## src/rtl/core/assert_macros.svh

```systemverilog
// Assertion macros used by the controller module.
`ifndef ASSERT_MACROS_SVH
`define ASSERT_MACROS_SVH
// Checks that a property holds on every clock edge outside reset.
`define ASSERT_CLK(label, clk, rst_n, prop) \
  label: assert property (@(posedge clk) disable iff (!rst_n) (prop)) else $error("assertion failed");
// Checks that an antecedent implies a consequent in the next cycle.
`define ASSERT_NEXT(label, clk, rst_n, ante, cons) \
  label: assert property (@(posedge clk) disable iff (!rst_n) (ante) |=> (cons)) else $error("assertion failed");
`endif

```

## src/rtl/core/fssm_pkg.sv

```systemverilog
// Shared types, constants and tables for the Fibonacci search block.
package fssm_pkg;

  localparam int unsigned MaxFib      = 40;
  localparam int unsigned FracBits    = 28;
  localparam int unsigned CordicSteps = 24;

  localparam logic signed [35:0] Q30Pi     = 36'sd3373259426;
  localparam logic signed [35:0] Q30HalfPi = 36'sd1686629713;
  localparam logic signed [35:0] Q30TwoPi  = 36'sd6746518852;
  localparam logic signed [35:0] CordicGain = 36'sd652032874;

  typedef enum logic [3:0] {
    StIdle, StSearch, StFirstL, StProbeL, StProbeM, StSinL, StSinM, StDecide, StDone
  } state_e;

  typedef enum logic [2:0] {
    OpNone, OpLoad, OpFibTest, OpDivL, OpDivM, OpSinL, OpSinM, OpStep
  } op_e;

  typedef struct packed {
    op_e  op;
  } cmd_t;

  typedef struct packed {
    logic unit_done;
    logic found;
    logic no_search;
    logic last;
    logic lower;
  } status_t;

  function automatic logic [30:0] fib_at(input logic [5:0] k);
    logic [30:0] f [0:46];
    f = '{31'd0, 31'd1, 31'd1, 31'd2, 31'd3, 31'd5, 31'd8, 31'd13, 31'd21, 31'd34,
          31'd55, 31'd89, 31'd144, 31'd233, 31'd377, 31'd610, 31'd987, 31'd1597,
          31'd2584, 31'd4181, 31'd6765, 31'd10946, 31'd17711, 31'd28657,
          31'd46368, 31'd75025, 31'd121393, 31'd196418, 31'd317811, 31'd514229,
          31'd832040, 31'd1346269, 31'd2178309, 31'd3524578, 31'd5702887,
          31'd9227465, 31'd14930352, 31'd24157817, 31'd39088169, 31'd63245986,
          31'd102334155, 31'd165580141, 31'd267914296, 31'd433494437,
          31'd701408733, 31'd1134903170, 31'd1836311903};
    if (k > 6'd46) return '0;
    return f[k];
  endfunction

  function automatic logic [29:0] atan_at(input logic [4:0] j);
    logic [29:0] t [0:31];
    t = '{30'd843314856, 30'd497837829, 30'd263043836, 30'd133525158,
          30'd67021686, 30'd33543515, 30'd16775850, 30'd8388437, 30'd4194282,
          30'd2097149, 30'd1048575, 30'd524287, 30'd262143, 30'd131071,
          30'd65535, 30'd32767, 30'd16383, 30'd8191, 30'd4095, 30'd2047,
          30'd1023, 30'd511, 30'd255, 30'd127, 30'd63, 30'd31, 30'd15, 30'd7,
          30'd3, 30'd1, 30'd0, 30'd0};
    return t[j];
  endfunction

endpackage

```

## src/rtl/core/fssm_ctrl.sv

```systemverilog
// Controller state machine that sequences the Fibonacci search.
module fssm_ctrl (
  input  logic              clk_i,
  input  logic              rst_ni,
  input  logic              start_i,
  input  fssm_pkg::status_t status_i,
  output fssm_pkg::cmd_t    cmd_o,
  output logic              busy_o,
  output logic              done_o
);
  `include "assert_macros.svh"

  fssm_pkg::state_e state_q, state_d;

  always_ff @(posedge clk_i or negedge rst_ni) begin
    if (!rst_ni) state_q <= fssm_pkg::StIdle;
    else state_q <= state_d;
  end

  always_comb begin
    state_d = state_q;
    unique case (state_q)
      fssm_pkg::StIdle:   if (start_i) state_d = fssm_pkg::StSearch;
      fssm_pkg::StSearch: if (status_i.found) begin
        state_d = status_i.no_search ? fssm_pkg::StDone : fssm_pkg::StFirstL;
      end
      fssm_pkg::StFirstL: if (status_i.unit_done) state_d = fssm_pkg::StProbeM;
      fssm_pkg::StProbeL, fssm_pkg::StProbeM: if (status_i.unit_done) begin
        state_d = status_i.last ? fssm_pkg::StDone : fssm_pkg::StSinL;
      end
      fssm_pkg::StSinL:   if (status_i.unit_done) state_d = fssm_pkg::StSinM;
      fssm_pkg::StSinM:   if (status_i.unit_done) state_d = fssm_pkg::StDecide;
      fssm_pkg::StDecide: begin
        state_d = status_i.lower ? fssm_pkg::StProbeL : fssm_pkg::StProbeM;
      end
      fssm_pkg::StDone:   state_d = fssm_pkg::StIdle;
      default:            state_d = fssm_pkg::StIdle;
    endcase
  end

  always_comb begin
    cmd_o.op = fssm_pkg::OpNone;
    busy_o = 1'b1;
    done_o = 1'b0;
    unique case (state_q)
      fssm_pkg::StIdle: begin
        busy_o = 1'b0;
        if (start_i) cmd_o.op = fssm_pkg::OpLoad;
      end
      fssm_pkg::StSearch: cmd_o.op = fssm_pkg::OpFibTest;
      fssm_pkg::StFirstL, fssm_pkg::StProbeL: cmd_o.op = fssm_pkg::OpDivL;
      fssm_pkg::StProbeM: cmd_o.op = fssm_pkg::OpDivM;
      fssm_pkg::StSinL:   cmd_o.op = fssm_pkg::OpSinL;
      fssm_pkg::StSinM:   cmd_o.op = fssm_pkg::OpSinM;
      fssm_pkg::StDecide: cmd_o.op = fssm_pkg::OpStep;
      fssm_pkg::StDone:   done_o = 1'b1;
      default:            busy_o = 1'b1;
    endcase
  end

  `ASSERT_NEXT(a_done_idle, clk_i, rst_ni, done_o, !busy_o)
  `ASSERT_NEXT(a_start_busy, clk_i, rst_ni, start_i && !busy_o, busy_o)
  `ASSERT_CLK(a_done_busy, clk_i, rst_ni, !done_o || busy_o)
endmodule

```

## config.mk

```make
export PLATFORM = sky130hd
export DESIGN_NAME = fssm_ctrl
export DESIGN_NICKNAME = d
export VERILOG_FILES = /design/src/rtl/core/fssm_pkg.sv /design/src/rtl/core/fssm_ctrl.sv
export VERILOG_INCLUDE_DIRS = /design/src /design/src/rtl/core
export SDC_FILE = /design/constraint.sdc
export NUM_CORES = 1
export LEC_CHECK = 0
export BUFFER_PORTS_ARGS = -buffer_cell sky130_fd_sc_hd__buf_2
export CAP_MARGIN = 15
export CORE_AREA = 2 2 39 41
export CTS_BUF_LIST = sky130_fd_sc_hd__clkbuf_4
export CTS_CLUSTER_DIAMETER = 50
export CTS_CLUSTER_SIZE = 20
export DETAILED_ROUTE_END_ITERATION = 6
export DIE_AREA = 0 0 41 43
export PLACE_DENSITY_LB_ADDON = 0.3
export SLEW_MARGIN = 10
export SYNTH_ARGS = -nofsm -noshare
export SYNTH_HDL_FRONTEND = slang
export SYNTH_SLANG_ARGS = --single-unit
```

## constraint.sdc

```tcl
create_clock -name clk_i -period 3.15 [get_ports clk_i]
set_clock_uncertainty 0.2 [all_clocks]
set_input_delay 0 -clock clk_i [delete_from_list [all_inputs] [get_ports clk_i]]
set_output_delay 0 -clock clk_i [all_outputs]
set_load 0.01 [all_outputs]
```

Yosys cells after proc, flatten, opt, wreduce, memory -nomap -nowiden
Index checks and enable logic that the tools add are counted.

$add $sub $neg: 0. Multiply operators: 0. Divide/modulo/power cells: 0. $lt $le $gt $ge: 0. Equality and inequality tests: 14. Shifts and indexed selects: 0. Multiplexer cells: 14. Bitwise gates (word level): 0. Reduce and logical (&&, ||, !) cells: 4.

Operator list (count): 4-bit 2-to-1 mux (8); 4-bit one-hot mux with 7 select lines (1); 3-bit one-hot mux with 7 select lines (1); 4-bit by 3-bit equality test with 1-bit output (second input constant) (4); 2-bit inequality test (second input constant) (6); 4-bit by 2-bit equality test with 1-bit output (second input constant) (2); 6-bit AND reduction (1); 4-bit by 1-bit equality test with 1-bit output (second input constant) (1); 4-bit equality test (second input constant) (1); 4-bit zero test (1); 2-bit OR reduction (2); 1-bit 2-to-1 mux (3); 3-bit 2-to-1 mux (1).

Flip-flop bits (word level): 4. Latch bits: 0. Bits in writable memories: 0. Memory bits (read-only): 0. Input bits: 8. Output and inout bits: 5. Word-level logic and storage cells: 33. Memories: 0.

Depth between registers and ports, before layout
Gate-level depths: netlist (run 1).

Depth after elaboration: 4. Depth in mapped cells: 6. Gate-level depth less buffers: 4.

Least setup slack after synthesis (run 1)
Ideal clock, no wire load.

Path type: reg2reg. Start: register state_q[3]. End: register state_q[2]. Arrival: 1238 ps. Required time: 2825 ps. Setup slack: 1588 ps. Cell stages (with the launch flop): 5. Buffers on the path: 1. Clock period less this slack: 1562 ps. Cells stage by stage: dfrtp_1 buf_2 a211oi_1 a22o_2 mux2_2.

Word-level cells in the longest chain between the ends: 4. Elaborated cells on any way between the ends: 17.

RTL lines: from (decl) (RTL line fssm_ctrl.sv:13) `fssm_pkg::state_e state_q, state_d;`; from (signal assigned) (RTL line fssm_ctrl.sv:16) `if (!rst_ni) state_q <= fssm_pkg::StIdle;`; from (signal assigned) (RTL line fssm_ctrl.sv:17) `else state_q <= state_d;`; 4-bit by 2-bit equality test with 1-bit output / 4-bit by 3-bit equality test with 1-bit output (equally long branches) (RTL line fssm_ctrl.sv:22) `unique case (state_q)`; 2-bit OR reduction (RTL line fssm_ctrl.sv:22); 2-bit inequality test (no line); 6-bit AND reduction (no line).

Parallel ways exist; a longest one is shown, timed or not. A chain may end at the register's enable or synchronous reset.

Worst setup path in the final report (run 1)
Start: register state_q[0]. End: register state_q[2].

The elaborated chain is that of the path after synthesis.

==> results.json, run 1 <==
{
  "status": "finished, final reports clean",
  "syn-instance-count": 48,
  "nets": 72,
  "syn_nets": 56,
  "power.leakage_nw": 0.2212,
  "period_share_pct": 57.39,
  "antenna_violations_before_repair": 0,
  "finalWirelength_um": 777,
  "timing.critical_path.fanout_max": 13,
  "drtPass1Iterations": 3,
  "buffer_ports.inserted": 12,
  "worst-setup-path-type": "register to register",
  "width_of_the_chip_um": 41,
  "cap_viol_max_count": 0,
  "globalRouteTotalUtil_pct": 10.81,
  "setup_total_negative_slack_ns": 0,
  "drt-wirelength-per-cell_um": 9.962,
  "place_inst": 71,
  "irDropWorstVdd_uv": 235.1,
  "most_frequent_standard_cell_in_the_layout_excluding_fill_and_tap_cells": "sky130_fd_sc_hd__buf_2",
  "max_freq_mhz": 553.2,
  "antenna_cells": 0,
  "worst_hold_path_type": "input pin to register",
  "site_row_count": 14,
  "cts.htree.levels": 1,
  "area_delta_synth_final_pct": 27.15,
  "clock_power_share_pct": 12.3,
  "largest_registers": "state_q: 4 flops",
  "ant_nets": 0,
  "largest_register_ffs": 4,
  "sw_frac_of_total_pct": 46.03,
  "dpl_wire_length_um": 572.2,
  "critPathCaptureType": "register",
  "worstHoldStart": "status_i[2]",
  "power.density_cell_area_nw_per_um2": 1030,
  "route.vias.total": 386,
  "most-common-layout-cells": "sky130_fd_sc_hd__buf_2 (12), sky130_fd_sc_hd__nor2_1 (7), sky130_fd_sc_hd__inv_1 (4), sky130_fd_sc_hd__dlygate4sd3_1 (4), sky130_fd_sc_hd__dfrtp_1 (4)",
  "post_drt_via_cell_ratio": 4.949,
  "clkTransAtPathRegs_ns": 0.04,
  "mappedNetlistArea_um2": 377.9,
  "final_layout_size_suffix_gt1_share_pct": 29.03,
  "floorplan.io_pins": 13,
  "grt_setup_unrepaired": "false",
  "power.sequential.fraction_pct": 32.5,
  "worstSkewPairLatency_ns": 0.23,
  "grt_first_pass_wirelength_um": 1338,
  "reg_to_reg_setup_timing_slack_ns": 1.34,
  "largest_register": "state_q",
  "synth.distinct_cells": 25,
  "finalNonFillerCells": 78,
  "grt_start_max_net_pins": 20,
  "internal_power_mw": 0.2670,
  "syn_avg_cell_area_um2": 7.872,
  "fp.coreArea_um2": 1384,
  "synth_warnings": 0,
  "detailedRoute.firstIterationViolations": 11,
  "clock_tree.buffer_depth": 2,
  "number_of_global_route_vias_before_repair": 339,
  "cts_root_buf": "sky130_fd_sc_hd__clkbuf_4",
  "max-slew-margin-rel_pct": 66.03,
  "final-hold-violation-count": 0,
  "final_slew_violations": 0,
  "switching_power_mw": 0.2277,
  "seq_area_frac_synth_pct": 26.49,
  "worst-endpoint-arrival_ns": 1.72,
  "min_period_ns": 1.808,
  "initial_utilization_pct": 27.31,
  "setup.worst_path.start_class": "register",
  "ys_seq_elements": 4,
  "floorplan.die.height_um": 43,
  "dieArea_um2": 1763,
  "worstMarginPinSlew_ns": 0.5095,
  "grt.overflow.total": 0,
  "critical_path.startpoint": "state_q[0]",
  "cts_made_buffers": 3,
  "finalWeightedCongestion": 0.6668,
  "final_hold_slack_ns": 0.01968,
  "report.final.setup_viol": 0,
  "drc_errors": 0,
  "power.share.combinational_pct": 55.3,
  "timing.critical_path.required_ns": 3.06,
  "tritoncts_clock_tree": "done",
  "rr_startpoint": "state_q[0]",
  "clock_sink_count": 4,
  "fin_util_pct": 34.72
}
-- area by class of cell --
class                           count  area (um^2)
Clock buffer                        3        22.52
Sequential cell                     4        100.1
Multi-Input combinational cell     35        222.7
Fill cell                         149        903.4
Tap cell                           16        20.02
Inverter                            4        15.01
Timing Repair Buffer               16        100.1
-- metal layers --
metal / routed length (um) / GRT usage (%) / vias up
met5: 0 / 0 / -
met4: 0 / 4.000 / 0
met3: 18 / 3.141 / 0
met2: 405 / 16.88 / 5
met1: 353 / 13.44 / 178
li1: - / - / 203
-- cells in the mapped netlist --
library cell               count  area share, %
sky130_fd_sc_hd__buf_2         2            2.6
sky130_fd_sc_hd__dfrtp_1       4             26
sky130_fd_sc_hd__or4_1         2            4.0
sky130_fd_sc_hd__nand3b_1      2            4.0
sky130_fd_sc_hd__o21ai_0       3            4.0
sky130_fd_sc_hd__nor4b_1       1            2.3
sky130_fd_sc_hd__a21oi_1       2            2.6
sky130_fd_sc_hd__a31oi_1       1            1.7
sky130_fd_sc_hd__a22o_2        1            2.6
sky130_fd_sc_hd__inv_1         4            4.0
sky130_fd_sc_hd__nor3_1        2            2.6
sky130_fd_sc_hd__nand3_1       2            2.6
sky130_fd_sc_hd__o21a_1        1            2.0
sky130_fd_sc_hd__o22ai_1       1            1.7
sky130_fd_sc_hd__a221oi_1      1            2.3
sky130_fd_sc_hd__a21oi_2       1            2.3
sky130_fd_sc_hd__buf_4         1            2.0
sky130_fd_sc_hd__a211o_1       1            2.3
sky130_fd_sc_hd__a211oi_1      2            4.0
sky130_fd_sc_hd__nand2_1       1           0.99
sky130_fd_sc_hd__nor2_1        7            7.0
sky130_fd_sc_hd__mux2i_1       2            5.3
sky130_fd_sc_hd__mux2_2        1            3.0
sky130_fd_sc_hd__nor2b_1       1            1.7
sky130_fd_sc_hd__buf_6         2            6.0
-- logic make-up (layout without fill, tap and decap cells) --
logic type / Yosys count / in the layout / synth area share (%)
flops: 4 / 4 / 26.49
mux: 3 / 3 / 8.278
buf+inv: 9 / 23 / 14.57
simple gates: 18 / 18 / 25.17
compound gates: 14 / 14 / 25.50
-- power by group through the flow --
stage	sequential [mW]	combinational, mW	clock (mW)
6_report	0.161	0.273	0.0608
3_5_place_dp	0.160	0.272	0
3_3_place_gp	0.159	0.275	0
5_1_grt	0.173	0.309	0.0668
2_1_floorplan	0.0944	0.298	0
4_1_cts	0.159	0.277	0.0635
-- per-stage QoR --
step                power [mW]  area, um^2  worst slack [ns]
floorplan               0.3922       377.9             1.588
global placement        0.4347       417.9             1.325
detailed placement      0.4314       417.9             1.362
CTS                     0.4992       480.5             1.360
global route            0.5492       480.5             1.228
finish                  0.4948       480.5             1.342
-- worst paths after layout --
kind / end / cells past startpoint
min reg2reg: state_q[3] / 1
min in group asynchronous: state_q[3] / 3
max reg2reg: state_q[2] / 4
max: state_q[2] / 4
min: state_q[1] / 5
max in group asynchronous: state_q[1] / 3
-- what timing repair did --
action                    in CTS  in global routing
hold endpoints to repair       6                  0
hold buffers                   4                  0
setup buffers                  0                  0
resized for setup              0                  0
-- critical path: stages, from the launching register on --
cell and delay, ns:
sky130_fd_sc_hd__dfrtp_1 0.56, sky130_fd_sc_hd__inv_1 0.15, sky130_fd_sc_hd__a21oi_1 0.22, sky130_fd_sc_hd__a22o_2 0.22, sky130_fd_sc_hd__mux2_2 0.33
Power figures use the tool's default switching activity.
==> inputs of run 2 (changes only) <==
==> constraint.sdc (replaced) <==
create_clock -name clk_i -period 1.58 [get_ports clk_i]
set_clock_uncertainty 0.2 [all_clocks]
set_input_delay 0 -clock clk_i [delete_from_list [all_inputs] [get_ports clk_i]]
set_output_delay 0 -clock clk_i [all_outputs]
set_load 0.01 [all_outputs]
==> results.json, run 2 (same netlist as run 1, synthesis figures left out) <==
{
  "cap_viol_max_count": 0,
  "post_dp_cell_area_um2": 485.5,
  "cts_root_buf": "sky130_fd_sc_hd__clkbuf_4",
  "power.leakage_nw": 0.3019,
  "dpl_wire_length_um": 703,
  "largest_register": "state_q",
  "cts_made_buffers": 3,
  "route.vias.total": 453,
  "dieArea_um2": 1763,
  "initial_utilization_pct": 27.31,
  "preCtsSetupSlack_ns": 0.003669,
  "antenna_cells": 0,
  "critPathCaptureType": "output port",
  "most-common-layout-cells": "sky130_fd_sc_hd__buf_2 (12), sky130_fd_sc_hd__buf_4 (11), sky130_fd_sc_hd__nor2_1 (7)",
  "status": "finished with violations",
  "finalWirelength_um": 1084,
  "buffer_ports.inserted": 12,
  "switching_power_mw": 0.5706,
  "internal_power_mw": 0.8286,
  "globalRouteTotalUtil_pct": 13.18,
  "tritoncts_clock_tree": "done",
  "total_power_mw": 1.399,
  "timing.critical_path.fanout_max": 4,
  "finalWeightedCongestion": 0.8008,
  "floorplan.die.height_um": 43,
  "worst_hold_path_type": "input pin to register",
  "clock_tree.buffer_depth": 2,
  "report.final.setup_viol": 1,
  "worst-setup-path-type": "register to output port",
  "fp.coreArea_um2": 1384,
  "grt_setup_unrepaired": "true",
  "grt_first_pass_wirelength_um": 1593,
  "most_frequent_standard_cell_in_the_layout_excluding_fill_and_tap_cells": "sky130_fd_sc_hd__buf_2",
  "nets": 87,
  "timing.critical_path.required_ns": 1.38,
  "final_hold_slack_ns": 0.03783,
  "drtPass1Iterations": 1,
  "drt-wirelength-per-cell_um": 11.66,
  "least_setup_slack_across_all_paths_after_layout_ns": -0.006169,
  "min_period_ns": 1.586,
  "largest_register_ffs": 4,
  "cell_with_the_largest_stage_delay_on_the_worst_path": "sky130_fd_sc_hd__or4_1",
  "irDropWorstVdd_uv": 628.8,
  "crit_path_max_incr_delay_ns": 0.45,
  "sw_frac_of_total_pct": 40.78,
  "number_of_global_route_vias_before_repair": 394,
  "clkTransAtPathRegs_ns": 0.04,
  "site_row_count": 14,
  "final_layout_size_suffix_gt1_share_pct": 53.25,
  "worst-endpoint-arrival_ns": 1.39,
  "period_share_pct": 100.4,
  "post_drt_via_cell_ratio": 4.871,
  "fin_util_pct": 45.57,
  "setup.worst_path.start_class": "register",
  "critPathTopFamily": "simple AND/OR/NAND/NOR gates",
  "violations": "negative setup slack",
  "post-route-cell-area_um2": 630.6,
  "worstMarginPinSlew_ns": 0.2550,
  "drc_errors": 0,
  "power.density_cell_area_nw_per_um2": 2219,
  "width_of_the_chip_um": 41,
  "grt_start_max_net_pins": 10,
  "largest_registers": "state_q: 4 flops",
  "floorplan.io_pins": 13,
  "detailedRoute.firstIterationViolations": 0,
  "max_freq_mhz": 630.5,
  "critical_path_buffers_and_inverters": 2,
  "ant_nets": 0,
  "cts.htree.levels": 1,
  "antenna_violations_before_repair": 0,
  "final_slew_violations": 0,
  "clock_power_share_pct": 8.9,
  "cp_cell_sequence": "buf_6 -> or4_1 -> buf_2",
  "grt.overflow.total": 0,
  "max-slew-margin-rel_pct": 82.92,
  "area_delta_synth_final_pct": 66.89,
  "power.sequential.fraction_pct": 19.1,
  "final-hold-violation-count": 0,
  "clock_sink_count": 4,
  "power.share.combinational_pct": 72.0,
  "worstSkewPairLatency_ns": 0.23
}
==> run 2: power groups by stage <==
| stage | sequential [mW] | combinational [mW] | clock (mW) |
|---|---|---|---|
| final | 0.268 | 1.01 | 0.124 |
| after global routing | 0.280 | 1.10 | 0.139 |
| after CTS | 0.260 | 0.846 | 0.129 |
| after detailed placement | 0.257 | 0.786 | 0 |
| after global placement | 0.255 | 0.792 | 0 |
| after floorplan | 0.188 | 0.594 | 0 |
==> run 2: layer usage <==
metal / routed length, um / global-route usage, % / vias up
met5: 0 / 0 / -
met4: 17 / 6.000 / 0
met3: 22 / 1.571 / 2
met2: 584 / 22.19 / 7
met1: 460 / 15.53 / 210
li1: - / - / 234
==> run 2: area by class of cell <==
class | instances | area [um^2]
clock buffer | 3 | 22.52
tap | 16 | 20.02
multi-input combinational | 35 | 240.2
sequential | 4 | 105.1
timing repair buffer | 31 | 227.7
fill | 148 | 753.2
inverter | 4 | 15.01
==> run 2: worst reg2reg max path, cell delays in order, from the launching register on <==
cell and delay, ns:
sky130_fd_sc_hd__dfrtp_2 0.42, sky130_fd_sc_hd__buf_4 0.15, sky130_fd_sc_hd__a211oi_2 0.18, sky130_fd_sc_hd__a22o_2 0.18, sky130_fd_sc_hd__mux2_4 0.29
==> run 2: stage by stage <==
stage	setup TNS [ns]	std cells
floorplan	0	48
global placement	0	80
detailed placement	0	80
CTS	-0.05034	89
global route	-0.1194	93
finish	-0.006169	93
==> run 2: final timing paths <==
path / from / to / slack, ns / cells after the start
setup / recovery: state_q[3] / busy_o / -0.006 / 3
hold / removal: status_i[2] / state_q[1] / 0.04 / 5
setup reg to reg: state_q[3] / state_q[2] / 0.04 / 4
hold reg to reg: state_q[3] / state_q[3] / 0.42 / 2
max in group asynchronous: rst_ni / state_q[0] / 0.55 / 3
min in group asynchronous: rst_ni / state_q[3] / 0.45 / 3
==> run 2: repair_timing <==
item | 4_1_cts | 5_1_grt
setup buffers | 2 | 4
endpoints found under the hold margin | 6 | 0
endpoints found under the setup margin | 4 | 6
pin swaps | 0 | 3
hold buffers | 4 | 0
gates resized for setup | 3 | 10
